$ cat src/shs_pkg.sv
// ----------------------------------------------------------------------------
// shs_pkg
// Shared types, command codes and SHA-256 constants for the stream hasher.
// ----------------------------------------------------------------------------
package shs_pkg;

   // command codes of an input word
   localparam logic CMD_APPEND = 1'b0;
   localparam logic CMD_FINISH = 1'b1;

   localparam int BLOCK_BITS = 512;
   localparam int LEN_POS    = 56;

   typedef struct packed {
      logic       cmd;
      logic [7:0] data_byte;
   } req_type;

   typedef struct packed {
      logic [31:0] digest_word;
      logic [2:0]  word_index;
      logic        last_word;
   } rsp_type;

   // one padded or full message block handed from front to back
   typedef struct packed {
      logic [BLOCK_BITS-1:0] block;
      logic                  final_blk;
   } blk_type;

   typedef enum logic [1:0] {
      ST_IDLE,
      ST_ROUND,
      ST_ADD,
      ST_EMIT
   } back_state_type;

   function automatic logic [31:0] init_h(input logic [2:0] i);
      logic [31:0] r;
      unique case (i)
         3'd0: r = 32'h6a09e667;
         3'd1: r = 32'hbb67ae85;
         3'd2: r = 32'h3c6ef372;
         3'd3: r = 32'ha54ff53a;
         3'd4: r = 32'h510e527f;
         3'd5: r = 32'h9b05688c;
         3'd6: r = 32'h1f83d9ab;
         3'd7: r = 32'h5be0cd19;
         default: r = 32'h0;
      endcase
      return r;
   endfunction

   function automatic logic [31:0] round_k(input logic [5:0] i);
      logic [31:0] r;
      unique case (i)
         6'd0:  r = 32'h428a2f98; 6'd1:  r = 32'h71374491;
         6'd2:  r = 32'hb5c0fbcf; 6'd3:  r = 32'he9b5dba5;
         6'd4:  r = 32'h3956c25b; 6'd5:  r = 32'h59f111f1;
         6'd6:  r = 32'h923f82a4; 6'd7:  r = 32'hab1c5ed5;
         6'd8:  r = 32'hd807aa98; 6'd9:  r = 32'h12835b01;
         6'd10: r = 32'h243185be; 6'd11: r = 32'h550c7dc3;
         6'd12: r = 32'h72be5d74; 6'd13: r = 32'h80deb1fe;
         6'd14: r = 32'h9bdc06a7; 6'd15: r = 32'hc19bf174;
         6'd16: r = 32'he49b69c1; 6'd17: r = 32'hefbe4786;
         6'd18: r = 32'h0fc19dc6; 6'd19: r = 32'h240ca1cc;
         6'd20: r = 32'h2de92c6f; 6'd21: r = 32'h4a7484aa;
         6'd22: r = 32'h5cb0a9dc; 6'd23: r = 32'h76f988da;
         6'd24: r = 32'h983e5152; 6'd25: r = 32'ha831c66d;
         6'd26: r = 32'hb00327c8; 6'd27: r = 32'hbf597fc7;
         6'd28: r = 32'hc6e00bf3; 6'd29: r = 32'hd5a79147;
         6'd30: r = 32'h06ca6351; 6'd31: r = 32'h14292967;
         6'd32: r = 32'h27b70a85; 6'd33: r = 32'h2e1b2138;
         6'd34: r = 32'h4d2c6dfc; 6'd35: r = 32'h53380d13;
         6'd36: r = 32'h650a7354; 6'd37: r = 32'h766a0abb;
         6'd38: r = 32'h81c2c92e; 6'd39: r = 32'h92722c85;
         6'd40: r = 32'ha2bfe8a1; 6'd41: r = 32'ha81a664b;
         6'd42: r = 32'hc24b8b70; 6'd43: r = 32'hc76c51a3;
         6'd44: r = 32'hd192e819; 6'd45: r = 32'hd6990624;
         6'd46: r = 32'hf40e3585; 6'd47: r = 32'h106aa070;
         6'd48: r = 32'h19a4c116; 6'd49: r = 32'h1e376c08;
         6'd50: r = 32'h2748774c; 6'd51: r = 32'h34b0bcb5;
         6'd52: r = 32'h391c0cb3; 6'd53: r = 32'h4ed8aa4a;
         6'd54: r = 32'h5b9cca4f; 6'd55: r = 32'h682e6ff3;
         6'd56: r = 32'h748f82ee; 6'd57: r = 32'h78a5636f;
         6'd58: r = 32'h84c87814; 6'd59: r = 32'h8cc70208;
         6'd60: r = 32'h90befffa; 6'd61: r = 32'ha4506ceb;
         6'd62: r = 32'hbef9a3f7; 6'd63: r = 32'hc67178f2;
         default: r = 32'h0;
      endcase
      return r;
   endfunction

endpackage

$ cat src/shs_back.sv
// ----------------------------------------------------------------------------
// shs_back
// 64-round compression engine, one round per cycle, and digest emission.
// ----------------------------------------------------------------------------
module shs_back (
   input  logic             clock,
   input  logic             reset,
   input  logic             q_valid,
   input  shs_pkg::blk_type q_data,
   output logic             pop,
   output logic             rsp_valid,
   input  logic             rsp_ready,
   output shs_pkg::rsp_type rsp_payload
);
   import shs_pkg::*;

   back_state_type state_ff, state_in;
   logic [31:0]    w_ff [16];
   logic [31:0]    v_ff [8];
   logic [31:0]    hash_ff [8];
   logic [5:0]     round_ff;
   logic [2:0]     idx_ff;
   logic           final_ff;
   logic           out_acc;
   logic [31:0]    t1, t2, w_next, s0, s1, e, a;

   assign out_acc = rsp_valid && rsp_ready;
   assign rsp_payload = '{digest_word: hash_ff[idx_ff], word_index: idx_ff,
                          last_word: idx_ff == 3'd7};

   // round function and schedule extension
   always_comb begin
      e  = v_ff[4];
      a  = v_ff[0];
      t1 = v_ff[7] + ({e[5:0], e[31:6]} ^ {e[10:0], e[31:11]} ^ {e[24:0], e[31:25]})
         + ((e & v_ff[5]) ^ (~e & v_ff[6])) + round_k(round_ff) + w_ff[0];
      t2 = ({a[1:0], a[31:2]} ^ {a[12:0], a[31:13]} ^ {a[21:0], a[31:22]})
         + ((a & v_ff[1]) ^ (a & v_ff[2]) ^ (v_ff[1] & v_ff[2]));
      s0 = {w_ff[1][6:0], w_ff[1][31:7]} ^ {w_ff[1][17:0], w_ff[1][31:18]}
         ^ (w_ff[1] >> 3);
      s1 = {w_ff[14][16:0], w_ff[14][31:17]} ^ {w_ff[14][18:0], w_ff[14][31:19]}
         ^ (w_ff[14] >> 10);
      w_next = w_ff[0] + s0 + w_ff[9] + s1;
   end

   // next state and queue pop
   always_comb begin
      state_in = state_ff;
      pop      = 1'b0;
      rsp_valid = state_ff == ST_EMIT;
      unique case (state_ff)
         ST_IDLE: begin
            if (q_valid) begin
               pop      = 1'b1;
               state_in = ST_ROUND;
            end
         end
         ST_ROUND: begin
            if (round_ff == 6'd63) begin
               state_in = ST_ADD;
            end
         end
         ST_ADD: begin
            state_in = final_ff ? ST_EMIT : ST_IDLE;
         end
         ST_EMIT: begin
            if (out_acc && idx_ff == 3'd7) begin
               state_in = ST_IDLE;
            end
         end
         default: state_in = ST_IDLE;
      endcase
   end

   always_ff @(posedge clock) begin
      if (reset) begin
         state_ff <= ST_IDLE;
      end else begin
         state_ff <= state_in;
      end
   end

   // datapath: load block, run rounds, fold into hash, step digest words
   always_ff @(posedge clock) begin
      if (reset) begin
         round_ff <= '0;
         idx_ff   <= '0;
         for (int i = 0; i < 8; i++) begin
            hash_ff[i] <= init_h(3'(i));
         end
      end else begin
         unique case (state_ff)
            ST_IDLE: begin
               round_ff <= '0;
               idx_ff   <= '0;
               if (q_valid) begin
                  final_ff <= q_data.final_blk;
                  for (int i = 0; i < 16; i++) begin
                     w_ff[i] <= q_data.block[BLOCK_BITS-1-32*i -: 32];
                  end
                  for (int i = 0; i < 8; i++) begin
                     v_ff[i] <= hash_ff[i];
                  end
               end
            end
            ST_ROUND: begin
               round_ff <= round_ff + 6'd1;
               for (int i = 0; i < 15; i++) begin
                  w_ff[i] <= w_ff[i+1];
               end
               w_ff[15] <= w_next;
               v_ff[0] <= t1 + t2;
               v_ff[1] <= v_ff[0];
               v_ff[2] <= v_ff[1];
               v_ff[3] <= v_ff[2];
               v_ff[4] <= v_ff[3] + t1;
               v_ff[5] <= v_ff[4];
               v_ff[6] <= v_ff[5];
               v_ff[7] <= v_ff[6];
            end
            ST_ADD: begin
               for (int i = 0; i < 8; i++) begin
                  hash_ff[i] <= hash_ff[i] + v_ff[i];
               end
            end
            ST_EMIT: begin
               if (out_acc) begin
                  idx_ff <= idx_ff + 3'd1;
                  if (idx_ff == 3'd7) begin
                     for (int i = 0; i < 8; i++) begin
                        hash_ff[i] <= init_h(3'(i));
                     end
                  end
               end
            end
            default: begin
            end
         endcase
      end
   end

`ifndef NO_ASSERTIONS
   a_reinit: assert property (@(posedge clock) disable iff (reset)
      (out_acc && idx_ff == 3'd7) |=> (hash_ff[0] == init_h(3'd0) && idx_ff == 3'd0))
      else $error("hash not reinitialized after digest");
   a_round_start: assert property (@(posedge clock) disable iff (reset)
      pop |=> (round_ff == 6'd0 && state_ff == ST_ROUND))
      else $error("round count not cleared at block start");
`endif

endmodule

$ cat config.mk
export PLATFORM = sky130hd
export DESIGN_NAME = shs_back
export DESIGN_NICKNAME = d
export VERILOG_FILES = /design/src/shs_pkg.sv /design/src/shs_back.sv
export SDC_FILE = /design/constraint.sdc
export NUM_CORES = 2
export LEC_CHECK = 0
export ABC_CLOCK_PERIOD_IN_PS = 44900
export BUFFER_PORTS_ARGS = -buffer_cell sky130_fd_sc_hd__buf_2
export CAP_MARGIN = 20
export CELL_PAD_IN_SITES_DETAIL_PLACEMENT = 1
export CELL_PAD_IN_SITES_GLOBAL_PLACEMENT = 2
export CORE_ASPECT_RATIO = 1.75
export CORE_MARGIN = 1.5
export CORE_UTILIZATION = 42
export CTS_CLUSTER_DIAMETER = 80
export DETAILED_ROUTE_END_ITERATION = 7
export PLACE_DENSITY = 0.85
export SLEW_MARGIN = 20
export SYNTH_ARGS = -nofsm -noshare
export SYNTH_HDL_FRONTEND = slang
export SYNTH_SLANG_ARGS = --single-unit
$ cat constraint.sdc
create_clock -name clock -period 44.9 [get_ports clock]
set_clock_uncertainty 0.15 [all_clocks]
set_input_delay 2.245 -clock clock [delete_from_list [all_inputs] [get_ports clock]]
set_output_delay 2.245 -clock clock [all_outputs]
set_load 0.01 [all_outputs]
==> flow_metrics.tcl <==
set metrics [dict create \
    slowest_delay_ns 0.81 \
    gp_congestion 1.032 \
    final_max_slew_viol_count 0 \
    drtIter0Drc 4107 \
    max-cap-violations 0 \
    holdPathStages 2 \
    max_freq_ghz 0.1037 \
    hold_class "flop to flop" \
    antenna_found_initial 72 \
    cp_data_required_time_ns 45.25 \
    place_inst 10330 \
    grt_use_total 0.3558 \
    yosys.cell_types.count 91 \
    tightest_slew_ns 1.323 \
    grt.overflow.total 0 \
    wl_per_cell_um 29.37 \
    outcome "finished, final reports clean" \
    cts.sinks 1071 \
    final_common_cell "nand2_1" \
    stdcell_count 10590 \
    finalSetupViolCount 0 \
    synthArstFlopShare 0 \
    dpl.hpwl_um 243800 \
    io_pins 555 \
    postSynthAreaPerCell_um2 9.150 \
    cts_buffers 110 \
    fin_nets 9321 \
    cts_hold_buf 0 \
    io_buffers 554 \
    cts_tree "yes" \
    hold_viol_final 0 \
    die_width_um 315.4 \
    critPathMaxFanout 6 \
    layout_common_cells "nand2_1 (2507), edfxtp_1 (897), buf_2 (554)" \
    num_vias 61160 \
    slew-limit-headroom 0.1120 \
    core-area_mm2 0.1697 \
    clockBufferDepth 3 \
    grt_max_degree 195 \
    dieArea_mm2 0.1734 \
    finalCoreUtilization 0.4744 \
    layout-drive-gt1-share 0.1209 \
    layout_min_cycle_time_ns 9.639 \
    area_growth_syn_to_layout_pct 12.20 \
    crit_path_end_kind "flop" \
    htreeDepth 3 \
    ff2ff_path_depth 33 \
    tns_ns 0 \
    seq_area_frac_synth 0.4240 \
    synth-seq-cells 1071 \
    synth_area_leader_cell "edfxtp_1" \
    wl_um 310900 \
    crit_type "flop to flop" \
    netlist_area_mm2 0.07175 \
    viasPerCell 5.777 \
    synth_fp_nets 8944 \
    yosysWarningCount 0 \
    drc 0 \
    rows 200 \
    final_antenna_net_count 0 \
    fillers 19700 \
    place_ws_ns 35.43 \
    initial_core_util 0.4229 \
    grt_pass1_wl_um 446500 \
    cpMostUsedCell "a21o_1" \
    clockRootBuffer "clkbuf_16" \
    critPathSlowestCell "a2111oi_1" \
    synth-main-ff-cell "edfxtp_1" \
    startpoint_type "flop" \
    synth-edff-count 897 \
    postSynthCellCount 7841 \
    rsz0062_at_grt "false" \
    insertion_delay_ns 0.80 \
    cts_setup_buffers 0 \
    drtPass1Iterations 8 \
    arrival_ns 9.98 \
    worst_slack_ns 35.26 \
    synthTopCellsByArea "edfxtp_1 (38%), nand2_1 (13%), ha_1 (6.8%), fa_1 (5.4%), dfxtp_1 (4.9%)" \
    fin_crit_sh 0.2147 \
    clk_pin_slew_ns 0.06 \
    cts_resized 0 \
    grt_pass1_vias 65460 \
    die_h_um 549.8 \
    yosys.area.top_type_share 0.3754 \
]
through the flow:
stage          hold WS (ns)  cell area [um^2]
2_1_floorplan        0.3033             71750
3_3_place_gp         0.3367             76740
3_5_place_dp         0.3447             76750
4_1_cts              0.3466             80350
5_1_grt              0.3734             80440
6_report             0.3468             80500
critical path, delay by kind of cell (launching register included):
kind,cells,cell delay [ns]
AND/OR/NAND/NOR,3,0.52
adder cells (fa/ha/maj),6,2.48
buffers and inverters,3,0.19
AO/OA/AOI/OAI,16,4.06
XOR/XNOR,5,1.34
flip-flops,1,0.61
worst paths after layout:
check	startpoint	endpoint	slack, ns
setup / recovery	v_ff[0][154]	v_ff[0][31]	35.26
hold / removal	w_ff[1][108]	w_ff[1][76]	0.35
setup reg to reg	v_ff[0][154]	v_ff[0][31]	35.26
hold reg to reg	w_ff[1][108]	w_ff[1][76]	0.35
metal layers:
metal	wire, um	GRT usage	vias up
met1	104000	0.3550	30510
met4	31730	0.3041	56
met2	159400	0.6395	1987
li1	-	-	27740
met3	15370	0.05627	859
met5	360	0	-
sequential cells by signal, indices dropped and copies added, names as in the netlist, named ones only:
signal	count
w_ff	512
hash_ff	256
v_ff	256
round_ff	6
idx_ff	3
state_ff	2
final_ff	1
synthesized netlist by cell type (all sizes together), types with 8 or more instances:
cell and n:
a2111oi 8, a211o 9, a211oi 47, a21boi 14
a21o 204, a21oi 445, a311oi 20, a31oi 41
and2 21, and3 28, buf 29, clkbuf 362
dfxtp 174, edfxtp 897, fa 195, ha 391
inv 301, mux2 61, mux2i 13, mux4 65
nand2 2510, nand2b 73, nand3 91, nand4 25
nor2 302, nor2b 56, nor3 94, nor4 13
o2111ai 8, o211ai 70, o21a 49, o21ai 400
o21bai 46, o221ai 11, o22ai 15, o311ai 12
o31ai 27, or2 15, or3 35, xnor2 371
xor2 195
final cells by class:
type,instances,area (um^2),share of cell area
Inverter,303,1147,0.01425
Multi-Input combinational cell,6076,38810,0.4821
Sequential cell,1071,30430,0.3780
Clock inverter,63,639.4,0.007943
Tap cell,2222,2780,0.03454
Antenna cell,52,130.1,0.001617
Clock buffer,143,2969,0.03689
Timing Repair Buffer,656,3592,0.04463
logic make-up after synthesis:
kind of cell	count (synthesis)	share of synthesized area
fa+ha+maj	590	0.1232
flops	1071	0.4240
mux	139	0.03179
simple gates	3293	0.1867
buf+inv	694	0.03640
compound gates	1488	0.1289
xor+xnor	566	0.06909
Power is not shown: default switching activity piles up to over one toggle a cycle in this logic, so the estimate is an artifact.
