$ cat src/shs_pkg.sv
// ----------------------------------------------------------------------------
// shs_pkg
// Shared types, command codes and SHA-256 constants for the stream hasher.
// ----------------------------------------------------------------------------
package shs_pkg;

   // command codes of an input word
   localparam logic CMD_APPEND = 1'b0;
   localparam logic CMD_FINISH = 1'b1;

   localparam int BLOCK_BITS = 512;
   localparam int LEN_POS    = 56;

   typedef struct packed {
      logic       cmd;
      logic [7:0] data_byte;
   } req_type;

   typedef struct packed {
      logic [31:0] digest_word;
      logic [2:0]  word_index;
      logic        last_word;
   } rsp_type;

   // one padded or full message block handed from front to back
   typedef struct packed {
      logic [BLOCK_BITS-1:0] block;
      logic                  final_blk;
   } blk_type;

   typedef enum logic [1:0] {
      ST_IDLE,
      ST_ROUND,
      ST_ADD,
      ST_EMIT
   } back_state_type;

   function automatic logic [31:0] init_h(input logic [2:0] i);
      logic [31:0] r;
      unique case (i)
         3'd0: r = 32'h6a09e667;
         3'd1: r = 32'hbb67ae85;
         3'd2: r = 32'h3c6ef372;
         3'd3: r = 32'ha54ff53a;
         3'd4: r = 32'h510e527f;
         3'd5: r = 32'h9b05688c;
         3'd6: r = 32'h1f83d9ab;
         3'd7: r = 32'h5be0cd19;
         default: r = 32'h0;
      endcase
      return r;
   endfunction

   function automatic logic [31:0] round_k(input logic [5:0] i);
      logic [31:0] r;
      unique case (i)
         6'd0:  r = 32'h428a2f98; 6'd1:  r = 32'h71374491;
         6'd2:  r = 32'hb5c0fbcf; 6'd3:  r = 32'he9b5dba5;
         6'd4:  r = 32'h3956c25b; 6'd5:  r = 32'h59f111f1;
         6'd6:  r = 32'h923f82a4; 6'd7:  r = 32'hab1c5ed5;
         6'd8:  r = 32'hd807aa98; 6'd9:  r = 32'h12835b01;
         6'd10: r = 32'h243185be; 6'd11: r = 32'h550c7dc3;
         6'd12: r = 32'h72be5d74; 6'd13: r = 32'h80deb1fe;
         6'd14: r = 32'h9bdc06a7; 6'd15: r = 32'hc19bf174;
         6'd16: r = 32'he49b69c1; 6'd17: r = 32'hefbe4786;
         6'd18: r = 32'h0fc19dc6; 6'd19: r = 32'h240ca1cc;
         6'd20: r = 32'h2de92c6f; 6'd21: r = 32'h4a7484aa;
         6'd22: r = 32'h5cb0a9dc; 6'd23: r = 32'h76f988da;
         6'd24: r = 32'h983e5152; 6'd25: r = 32'ha831c66d;
         6'd26: r = 32'hb00327c8; 6'd27: r = 32'hbf597fc7;
         6'd28: r = 32'hc6e00bf3; 6'd29: r = 32'hd5a79147;
         6'd30: r = 32'h06ca6351; 6'd31: r = 32'h14292967;
         6'd32: r = 32'h27b70a85; 6'd33: r = 32'h2e1b2138;
         6'd34: r = 32'h4d2c6dfc; 6'd35: r = 32'h53380d13;
         6'd36: r = 32'h650a7354; 6'd37: r = 32'h766a0abb;
         6'd38: r = 32'h81c2c92e; 6'd39: r = 32'h92722c85;
         6'd40: r = 32'ha2bfe8a1; 6'd41: r = 32'ha81a664b;
         6'd42: r = 32'hc24b8b70; 6'd43: r = 32'hc76c51a3;
         6'd44: r = 32'hd192e819; 6'd45: r = 32'hd6990624;
         6'd46: r = 32'hf40e3585; 6'd47: r = 32'h106aa070;
         6'd48: r = 32'h19a4c116; 6'd49: r = 32'h1e376c08;
         6'd50: r = 32'h2748774c; 6'd51: r = 32'h34b0bcb5;
         6'd52: r = 32'h391c0cb3; 6'd53: r = 32'h4ed8aa4a;
         6'd54: r = 32'h5b9cca4f; 6'd55: r = 32'h682e6ff3;
         6'd56: r = 32'h748f82ee; 6'd57: r = 32'h78a5636f;
         6'd58: r = 32'h84c87814; 6'd59: r = 32'h8cc70208;
         6'd60: r = 32'h90befffa; 6'd61: r = 32'ha4506ceb;
         6'd62: r = 32'hbef9a3f7; 6'd63: r = 32'hc67178f2;
         default: r = 32'h0;
      endcase
      return r;
   endfunction

endpackage

$ cat src/shs_queue.sv
// ----------------------------------------------------------------------------
// shs_queue
// Two-entry block queue between the front and the compression engine.
// ----------------------------------------------------------------------------
module shs_queue (
   input  logic             clock,
   input  logic             reset,
   input  logic             push,
   input  shs_pkg::blk_type push_data,
   output logic             full,
   input  logic             pop,
   output logic             not_empty,
   output shs_pkg::blk_type pop_data
);
   import shs_pkg::*;

   blk_type    mem_ff [2];
   logic       wr_ptr_ff, rd_ptr_ff;
   logic [1:0] count_ff;

   assign full      = count_ff == 2'd2;
   assign not_empty = count_ff != 2'd0;
   assign pop_data  = mem_ff[rd_ptr_ff];

   // advance pointers and count
   always_ff @(posedge clock) begin
      if (reset) begin
         wr_ptr_ff <= 1'b0;
         rd_ptr_ff <= 1'b0;
         count_ff  <= '0;
      end else begin
         if (push) begin
            wr_ptr_ff <= !wr_ptr_ff;
         end
         if (pop) begin
            rd_ptr_ff <= !rd_ptr_ff;
         end
         count_ff <= count_ff + {1'b0, push} - {1'b0, pop};
      end
      if (push) begin
         mem_ff[wr_ptr_ff] <= push_data;
      end
   end

`ifndef NO_ASSERTIONS
   a_no_overflow: assert property (@(posedge clock) disable iff (reset) !(push && full))
      else $error("block queue overflow");
   a_no_underflow: assert property (@(posedge clock) disable iff (reset) !(pop && !not_empty))
      else $error("block queue underflow");
`endif

endmodule

$ cat config.mk
export PLATFORM = sky130hd
export DESIGN_NAME = shs_queue
export DESIGN_NICKNAME = d
export VERILOG_FILES = /design/src/shs_pkg.sv /design/src/shs_queue.sv
export SDC_FILE = /design/constraint.sdc
export NUM_CORES = 1
export LEC_CHECK = 0
export ABC_AREA = 1
export ABC_CLOCK_PERIOD_IN_PS = 33100
export BUFFER_PORTS_ARGS = -buffer_cell sky130_fd_sc_hd__buf_2
export CORE_AREA = 2 2 406 408
export CTS_CLUSTER_DIAMETER = 80
export CTS_CLUSTER_SIZE = 25
export DETAILED_ROUTE_END_ITERATION = 10
export DIE_AREA = 0 0 408 410
export GPL_TIMING_DRIVEN = 1
export SYNTH_ARGS = -nofsm -noshare
export SYNTH_HDL_FRONTEND = slang
export SYNTH_SLANG_ARGS = --single-unit
$ cat constraint.sdc
create_clock -name clock -period 33.1 [get_ports clock]
set_input_delay 6.62 -clock clock [delete_from_list [all_inputs] [get_ports clock]]
set_output_delay 6.62 -clock clock [all_outputs]
set_load 0.005 [all_outputs]
==> results.cfg, run 1 <==
[global_routing]
overflow = 0
grt_pass1_wl_mm = 137
antenna_found_initial = 44
grt_max_degree = 86
grt.total_usage = 0.112
grt_pass1_vias = 19700

[worst_setup_path]
critPathCaptureType = output port
crit_chain = buf_4 -> buf_4 -> buf_4 -> buf_4 -> mux2_2 -> buf_2
cp_top_family = buffers and inverters
timing.critical_path.buf_inv = 5
worstPathRequired_ns = 26.48
worst_setup_path_start_kind = flop
cp_common_cell = buf_4
crit_fanout = 78
slowest_stage = dfxtp_4
arrival_ns = 5.36
slowest_delay_ns = 0.87
path_class = reg2out

[synth]
seq_area_frac_synth = 0.826
synth_top_family_by_area = multiplexers
avgSynthCellArea_um2 = 23.0
synth_commonest_cells = 1026 x edfxtp_1, 513 x mux2_2, 53 x buf_6, 8 x inv_1, 7 x nor2_1
synth_edf_count = 1026
netlist.area_leader.share = 0.823
syn_nets = 2146
yosysWarnings = 0
synth_simple_gate_area_frac = 0.00147
yosys-top-cells-area = edfxtp_1 82%, mux2_2 15%, buf_6 1.6%, dfxtp_1 0.27%, inv_1 0.080%
synth_top_cell_by_area = edfxtp_1
netlist_instances = 1627
synth_mux_area_frac = 0.154
ys.flop_type = edfxtp_1
netlist_area_um2 = 37400
synthMostInstantiatedCell = edfxtp_1
yosysUniqueCellTypes = 13
synth_xor_area_frac = 0.000234
synth-async-reset-ratio = 0
synth-adder-area-share = 0.000669
synth_compound_area_frac = 0.000134
ys_ff_latch = 1031

[route]
drt_iter0_drc = 1149
routedWlPerCell_um = 20.2
first_pass_iters = 4
vias = 19400
drc = 0
viasPerCell = 3.94
ant_nets = 0
drt_wl_total_mm = 99.6

[clock_tree]
cts_buffers = 57
path_clk_slew_ns = 0.09
clk_path_buf_depth = 3
cts_sinks = 1031
clockRootBuffer = clkbuf_16
cts_hold_buf = 0
clk_latency_ns = 0.66
cts_tree = yes
cts_htree_levels = 2
post_cts_resized = 0
cts_setup_buffers = 0

[pwr]
clkPwrFrac = 0.306
power.switching_uw = 605
sequentialPowerShare = 0.587
p_comb_frac = 0.106
irDropWorstVdd_v = 0.0000441
powerDensity_nw_per_um2 = 55.6
switching_share = 0.232
intPower_mw = 2.00
p_leak_nw = 16.8
power_mw = 2.61

[sta]
setup_violations = 0
worst_pin_slew_ns = 1.00
skew_ns = 0.0155
maxClockFrequency_mhz = 83.5
finalCritPeriodShare = 0.362
slew_viol_final = 0
relSlewSlack = 0.332
fin_crit_ns = 11.98
hold_slack_ns = 0.530
worst_slack_ns = 21.12
final_hold_viol_count = 0
rsz0062_at_grt = no
tns_ns = 0

[job]
cap_violations = 0

[die]
core_um2 = 163000
ios = 1032
die_h_um = 410
die_w_um = 408
die-area_um2 = 167000
start_util = 0.229
rows = 149

[finish]
nFillCells = 16400
drive_above_1_share = 0.610
syn_to_final_growth_pct = 25.2
fin_nets = 3204
final_util = 0.287

[worst_hold_path]
hold_class = reg2reg

[placed_design]
dpl_worst_slack_ns = 21.70
place_hpwl_mm = 73.8
place_congestion = 0.882
portBuffers = 1031

[outcome]
status = completed
## power groups by stage
stage | clock network [mW] | logic, mW | registers, mW
floorplan | 0 | 0.145 | 1.60
global placement | 0 | 0.277 | 1.56
detailed placement | 0 | 0.282 | 1.56
CTS | 0.827 | 0.283 | 1.53
global route | 0.866 | 0.298 | 1.54
finish | 0.798 | 0.277 | 1.53
## per-stage QoR
| stage | area (um^2) | cells |
|---|---|---|
| 2_1_floorplan | 37400 | 1627 |
| 3_3_place_gp | 44900 | 4815 |
| 3_5_place_dp | 44900 | 4815 |
| 4_1_cts | 46800 | 4908 |
| 5_1_grt | 46800 | 4919 |
| 6_report | 46900 | 4930 |
## placed cells by master (no fill, tap or decap)
| cell | instances |
|---|---|
| clkinv_2 | 2 |
| buf_2 | 1031 |
| nand3_1 | 1 |
| edfxtp_1 | 1026 |
| clkbuf_16 | 59 |
| clkinv_1 | 2 |
| mux2_2 | 513 |
| clkinv_4 | 2 |
| clkinv_16 | 1 |
| nor2_4 | 1 |
| inv_12 | 1 |
| inv_1 | 7 |
| diode_2 | 22 |
| nand2_1 | 5 |
| clkinv_8 | 6 |
| buf_4 | 25 |
| nor3_1 | 1 |
| inv_6 | 5 |
| inv_16 | 3 |
| a21oi_1 | 1 |
| bufinv_16 | 2 |
| ha_1 | 2 |
| dfxtp_1 | 4 |
| inv_8 | 5 |
| clkinvlp_4 | 1 |
| clkbuf_1 | 5 |
| nor2_1 | 6 |
| xnor2_1 | 1 |
| dfxtp_4 | 1 |
## metal layers
metal	track usage	vias up	wire length, um
met1	0.123	9823	36200
met2	0.199	752	51300
met5	0	-	160
met4	0.0402	28	3500
li1	-	8629	-
met3	0.0376	181	8370
## cell type report
type                            instances  area (um^2)  area share
Antenna cell                           22         55.1     0.00117
Clock buffer                           64         1500      0.0319
Clock inverter                         29          395     0.00844
Inverter                                8         37.5    0.000801
Multi-Input combinational cell        531         5880       0.125
Sequential cell                      1031        30900       0.660
Tap cell                             2189         2740      0.0584
Timing Repair Buffer                 1056         5350       0.114
## worst paths after layout
check / start / to / slack (ns) / cells past startpoint
worst min-delay path: rd_ptr_ff / flop / 0.53 / 2
worst max register to register: wr_ptr_ff / mem_ff[0][139] / 28.49 / 5
worst min register to register: rd_ptr_ff / flop / 0.53 / 2
worst max-delay path: flop / pop_data[418] / 21.12 / 6
## registers in the layout, summed over array words and instances, names as in the netlist, named ones only
signal / flops
wr_ptr_ff: 1
mem_ff: 1026
rd_ptr_ff: 1
count_ff: 2
## worst register-to-register path: cells and delay by family, from the launching register on
| kind | cells | cell delay, ns |
|---|---|---|
| buf+inv | 4 | 3.13 |
| simple gates | 1 | 0.68 |
| flops | 1 | 0.35 |
## kinds of logic (layout without fill, tap and decap cells)
| kind of cell | Yosys count | in the layout |
|---|---|---|
| XOR/XNOR | 1 | 1 |
| adder cells (fa/ha/maj) | 2 | 2 |
| AO/OA/AOI/OAI | 1 | 1 |
| buffers and inverters | 65 | 1157 |
| other | 0 | 22 |
| AND/OR/NAND/NOR | 14 | 14 |
| flip-flops | 1031 | 1031 |
| multiplexers | 513 | 513 |
No activity file was read; power rests on OpenSTA's default activity.
==> run 2: changes to the inputs <==
--- a/config.mk
+++ b/config.mk
@@ -5,8 +5,8 @@
 export SDC_FILE = /design/constraint.sdc
 export NUM_CORES = 1
 export LEC_CHECK = 0
-export ABC_AREA = 1
-export ABC_CLOCK_PERIOD_IN_PS = 33100
+export ABC_AREA = 0
+export ABC_CLOCK_PERIOD_IN_PS = 10410
 export BUFFER_PORTS_ARGS = -buffer_cell sky130_fd_sc_hd__buf_2
 export CORE_AREA = 2 2 406 408
 export CTS_CLUSTER_DIAMETER = 80
==> constraint.sdc (replaced) <==
create_clock -name clock -period 10.41 [get_ports clock]
set_input_delay 2.082 -clock clock [delete_from_list [all_inputs] [get_ports clock]]
set_output_delay 2.082 -clock clock [all_outputs]
set_load 0.005 [all_outputs]
==> run 2 against run 1 <==
  * Clock skew increased by 0.0066 ns
  * Design area increased by 0.74%
  * Synthesized area about the same
  * Non-clock buffer count decreased by 11
  * Sequential share of layout area decreased by 0.48 points
  * Combinational power increased to 3.5 times the previous value
  * Cell count about the same
  * Wire length increased by 1.8%
  * Largest power group unchanged
==> results.cfg, run 2 <==
[pwr]
irDropWorstVdd_v = 0.000136
power_mw = 8.64
powerDensity_nw_per_um2 = 183
p_leak_nw = 16.9

[synth]
synth_top_cell_by_area = edfxtp_1
synth_edf_count = 1026
syn_nets = 2136
ys_ff_latch = 1031
yosysWarnings = 0
seq_area_frac_synth = 0.826
netlist.area_leader.share = 0.823
synthMostInstantiatedCell = edfxtp_1
yosys-top-cells-area = edfxtp_1 82%, mux2_2 15%, buf_6 1.6%, dfxtp_1 0.27%, ha_1 0.067%
ys.flop_type = edfxtp_1
netlist_area_um2 = 37400
synth-async-reset-ratio = 0
netlist_instances = 1617
yosysUniqueCellTypes = 13
synth_commonest_cells = 1026 x edfxtp_1, 513 x mux2_2, 53 x buf_6, 5 x dfxtp_1
avgSynthCellArea_um2 = 23.1

[sta]
worst_slack_ns = 4.76
setup_violations = 0
slew_viol_final = 0
fin_crit_ns = 5.65
finalCritPeriodShare = 0.542
relSlewSlack = 0.293
final_hold_viol_count = 0
worst_pin_slew_ns = 1.06
tns_ns = 0
skew_ns = 0.0220
rsz0062_at_grt = no
maxClockFrequency_mhz = 177

[finish]
fin_nets = 3187
top_register = mem_ff
largest_reg_flops = 1026
syn_to_final_growth_pct = 26.1
final_util = 0.289
final_cell_mix = 1031 x buf_2, 1026 x edfxtp_1, 513 x mux2_2
top_regs = mem_ff: 1026 flops, count_ff: 2 flops
drive_above_1_share = 0.614
final_area_um2 = 47200
final_common_cell = buf_2

[worst_hold_path]
hold_class = reg2reg
worstHoldPathCells = 2
hold_start = rd_ptr_ff
min_to = rd_ptr_ff

[clock_tree]
cts_sinks = 1031
path_clk_slew_ns = 0.09
clk_path_buf_depth = 3
cts_htree_levels = 2
cts_hold_buf = 0
cts_tree = yes
clockRootBuffer = clkbuf_16
cts_buffers = 61
clk_latency_ns = 0.68
post_cts_resized = 0
cts_setup_buffers = 0

[worst_setup_path]
reg2reg_depth = 3
path_class = reg2out
slowest_stage = dfxtp_4
crit_chain = buf_12 -> buf_12 -> mux2_2 -> buf_2
r2r_end = mem_ff[1][427]
arrival_ns = 3.56
slowest_delay_ns = 0.81
reg2reg_from = wr_ptr_ff
r2r_slack_ns = 7.68
crit_fanout = 126
worstPathRequired_ns = 8.33
cp_top_family = buffers and inverters
worst_setup_path_start_kind = flop
critPathCaptureType = output port
cp_common_cell = buf_12
timing.critical_path.buf_inv = 3

[route]
first_pass_iters = 5
vias = 19500
routedWlPerCell_um = 20.6
viasPerCell = 3.95
drt_iter0_drc = 1411
ant_nets = 0
drt_wl_total_mm = 101
drc = 0

[placed_design]
place_hpwl_mm = 74.2
place_area_um2 = 45000
dpl_worst_slack_ns = 5.53
place_congestion = 0.831
portBuffers = 1031

[die]
core_um2 = 163000
die_w_um = 408
rows = 149
die_h_um = 410
die-area_um2 = 167000
start_util = 0.229
ios = 1032

[global_routing]
antenna_found_initial = 53
grt_pass1_vias = 19600
overflow = 0
grt_pass1_wl_mm = 139
grt_max_degree = 154
grt.total_usage = 0.114

[outcome]
status = completed

[job]
cap_violations = 0
==> run 2: cell count changes in the layout (fill, tap and decap cells not counted), moves of 2 or more <==
cell / change
buf_4: -22
buf_12: +11
inv_1: -5
inv_6: +5
nand2_1: -5
clkbuf_16: +4
clkinvlp_4: +4
bufinv_16: +3
clkbuf_1: -3
clkinv_4: +2
nor2_1: -2
nor2b_1: +2
==> run 2: final cells by class <==
cell class / count / area, um^2
multi-input cells: 527 / 5900
diodes: 22 / 55.1
clock buffers: 65 / 1580
inverters: 2 / 7.51
clock inverters: 45 / 608
well taps: 2189 / 2740
fillers: 16300 / 116000
flip-flops and latches: 1031 / 30900
repair buffers: 1045 / 5400
==> run 2: worst max-delay path by stage <==
stage | end | slack (ns) | cells past startpoint
6_report | pop_data[33] | 4.76 | 4
5_1_grt | pop_data[151] | 4.58 | 4
4_1_cts | pop_data[33] | 4.75 | 4
3_5_place_dp | pop_data[33] | 5.53 | 4
3_3_place_gp | pop_data[428] | 5.51 | 4
2_1_floorplan | mem_ff[0][0] | 0.24 | 1
==> run 2: power by group <==
part	switching [mW]	internal [mW]	total (mW)
Combinational	0.512	0.448	0.960
Clock	1.47	1.30	2.78
Sequential	0.0570	4.85	4.90
Total	2.04	6.59	8.64
==> run 2: worst min-delay path: cells and delay by family (launching register included) <==
family / cells / cell delay, ns
and+or+nand+nor: 1 / 0.07
DFF: 1 / 0.33
xor gates and xnor gates: 1 / 0.08
==> run 2: routing by layer <==
| metal | track usage | vias to the layer above | routed length [um] |
|---|---|---|---|
| li1 | - | 8589 | - |
| met1 | 0.133 | 9880 | 38000 |
| met2 | 0.201 | 816 | 51500 |
| met3 | 0.0372 | 173 | 9240 |
| met4 | 0.0301 | 14 | 2470 |
| met5 | 0 | - | 91 |
==> run 2: kinds of logic after synthesis <==
group	synth area share
adder cells (fa/ha/maj)	0.000669
multiplexers	0.154
XOR/XNOR	0.00107
AND/OR/NAND/NOR	0.00124
buffers and inverters	0.0167
flip-flops	0.826
==> run 2: metrics by stage <==
| step | hold slack, ns | instances |
|---|---|---|
| detailed placement | 0.497 | 4794 |
| finish | 0.519 | 4926 |
| global route | 0.579 | 4914 |
| floorplan | 0.480 | 1617 |
| CTS | 0.525 | 4904 |
| global placement | 0.494 | 4794 |
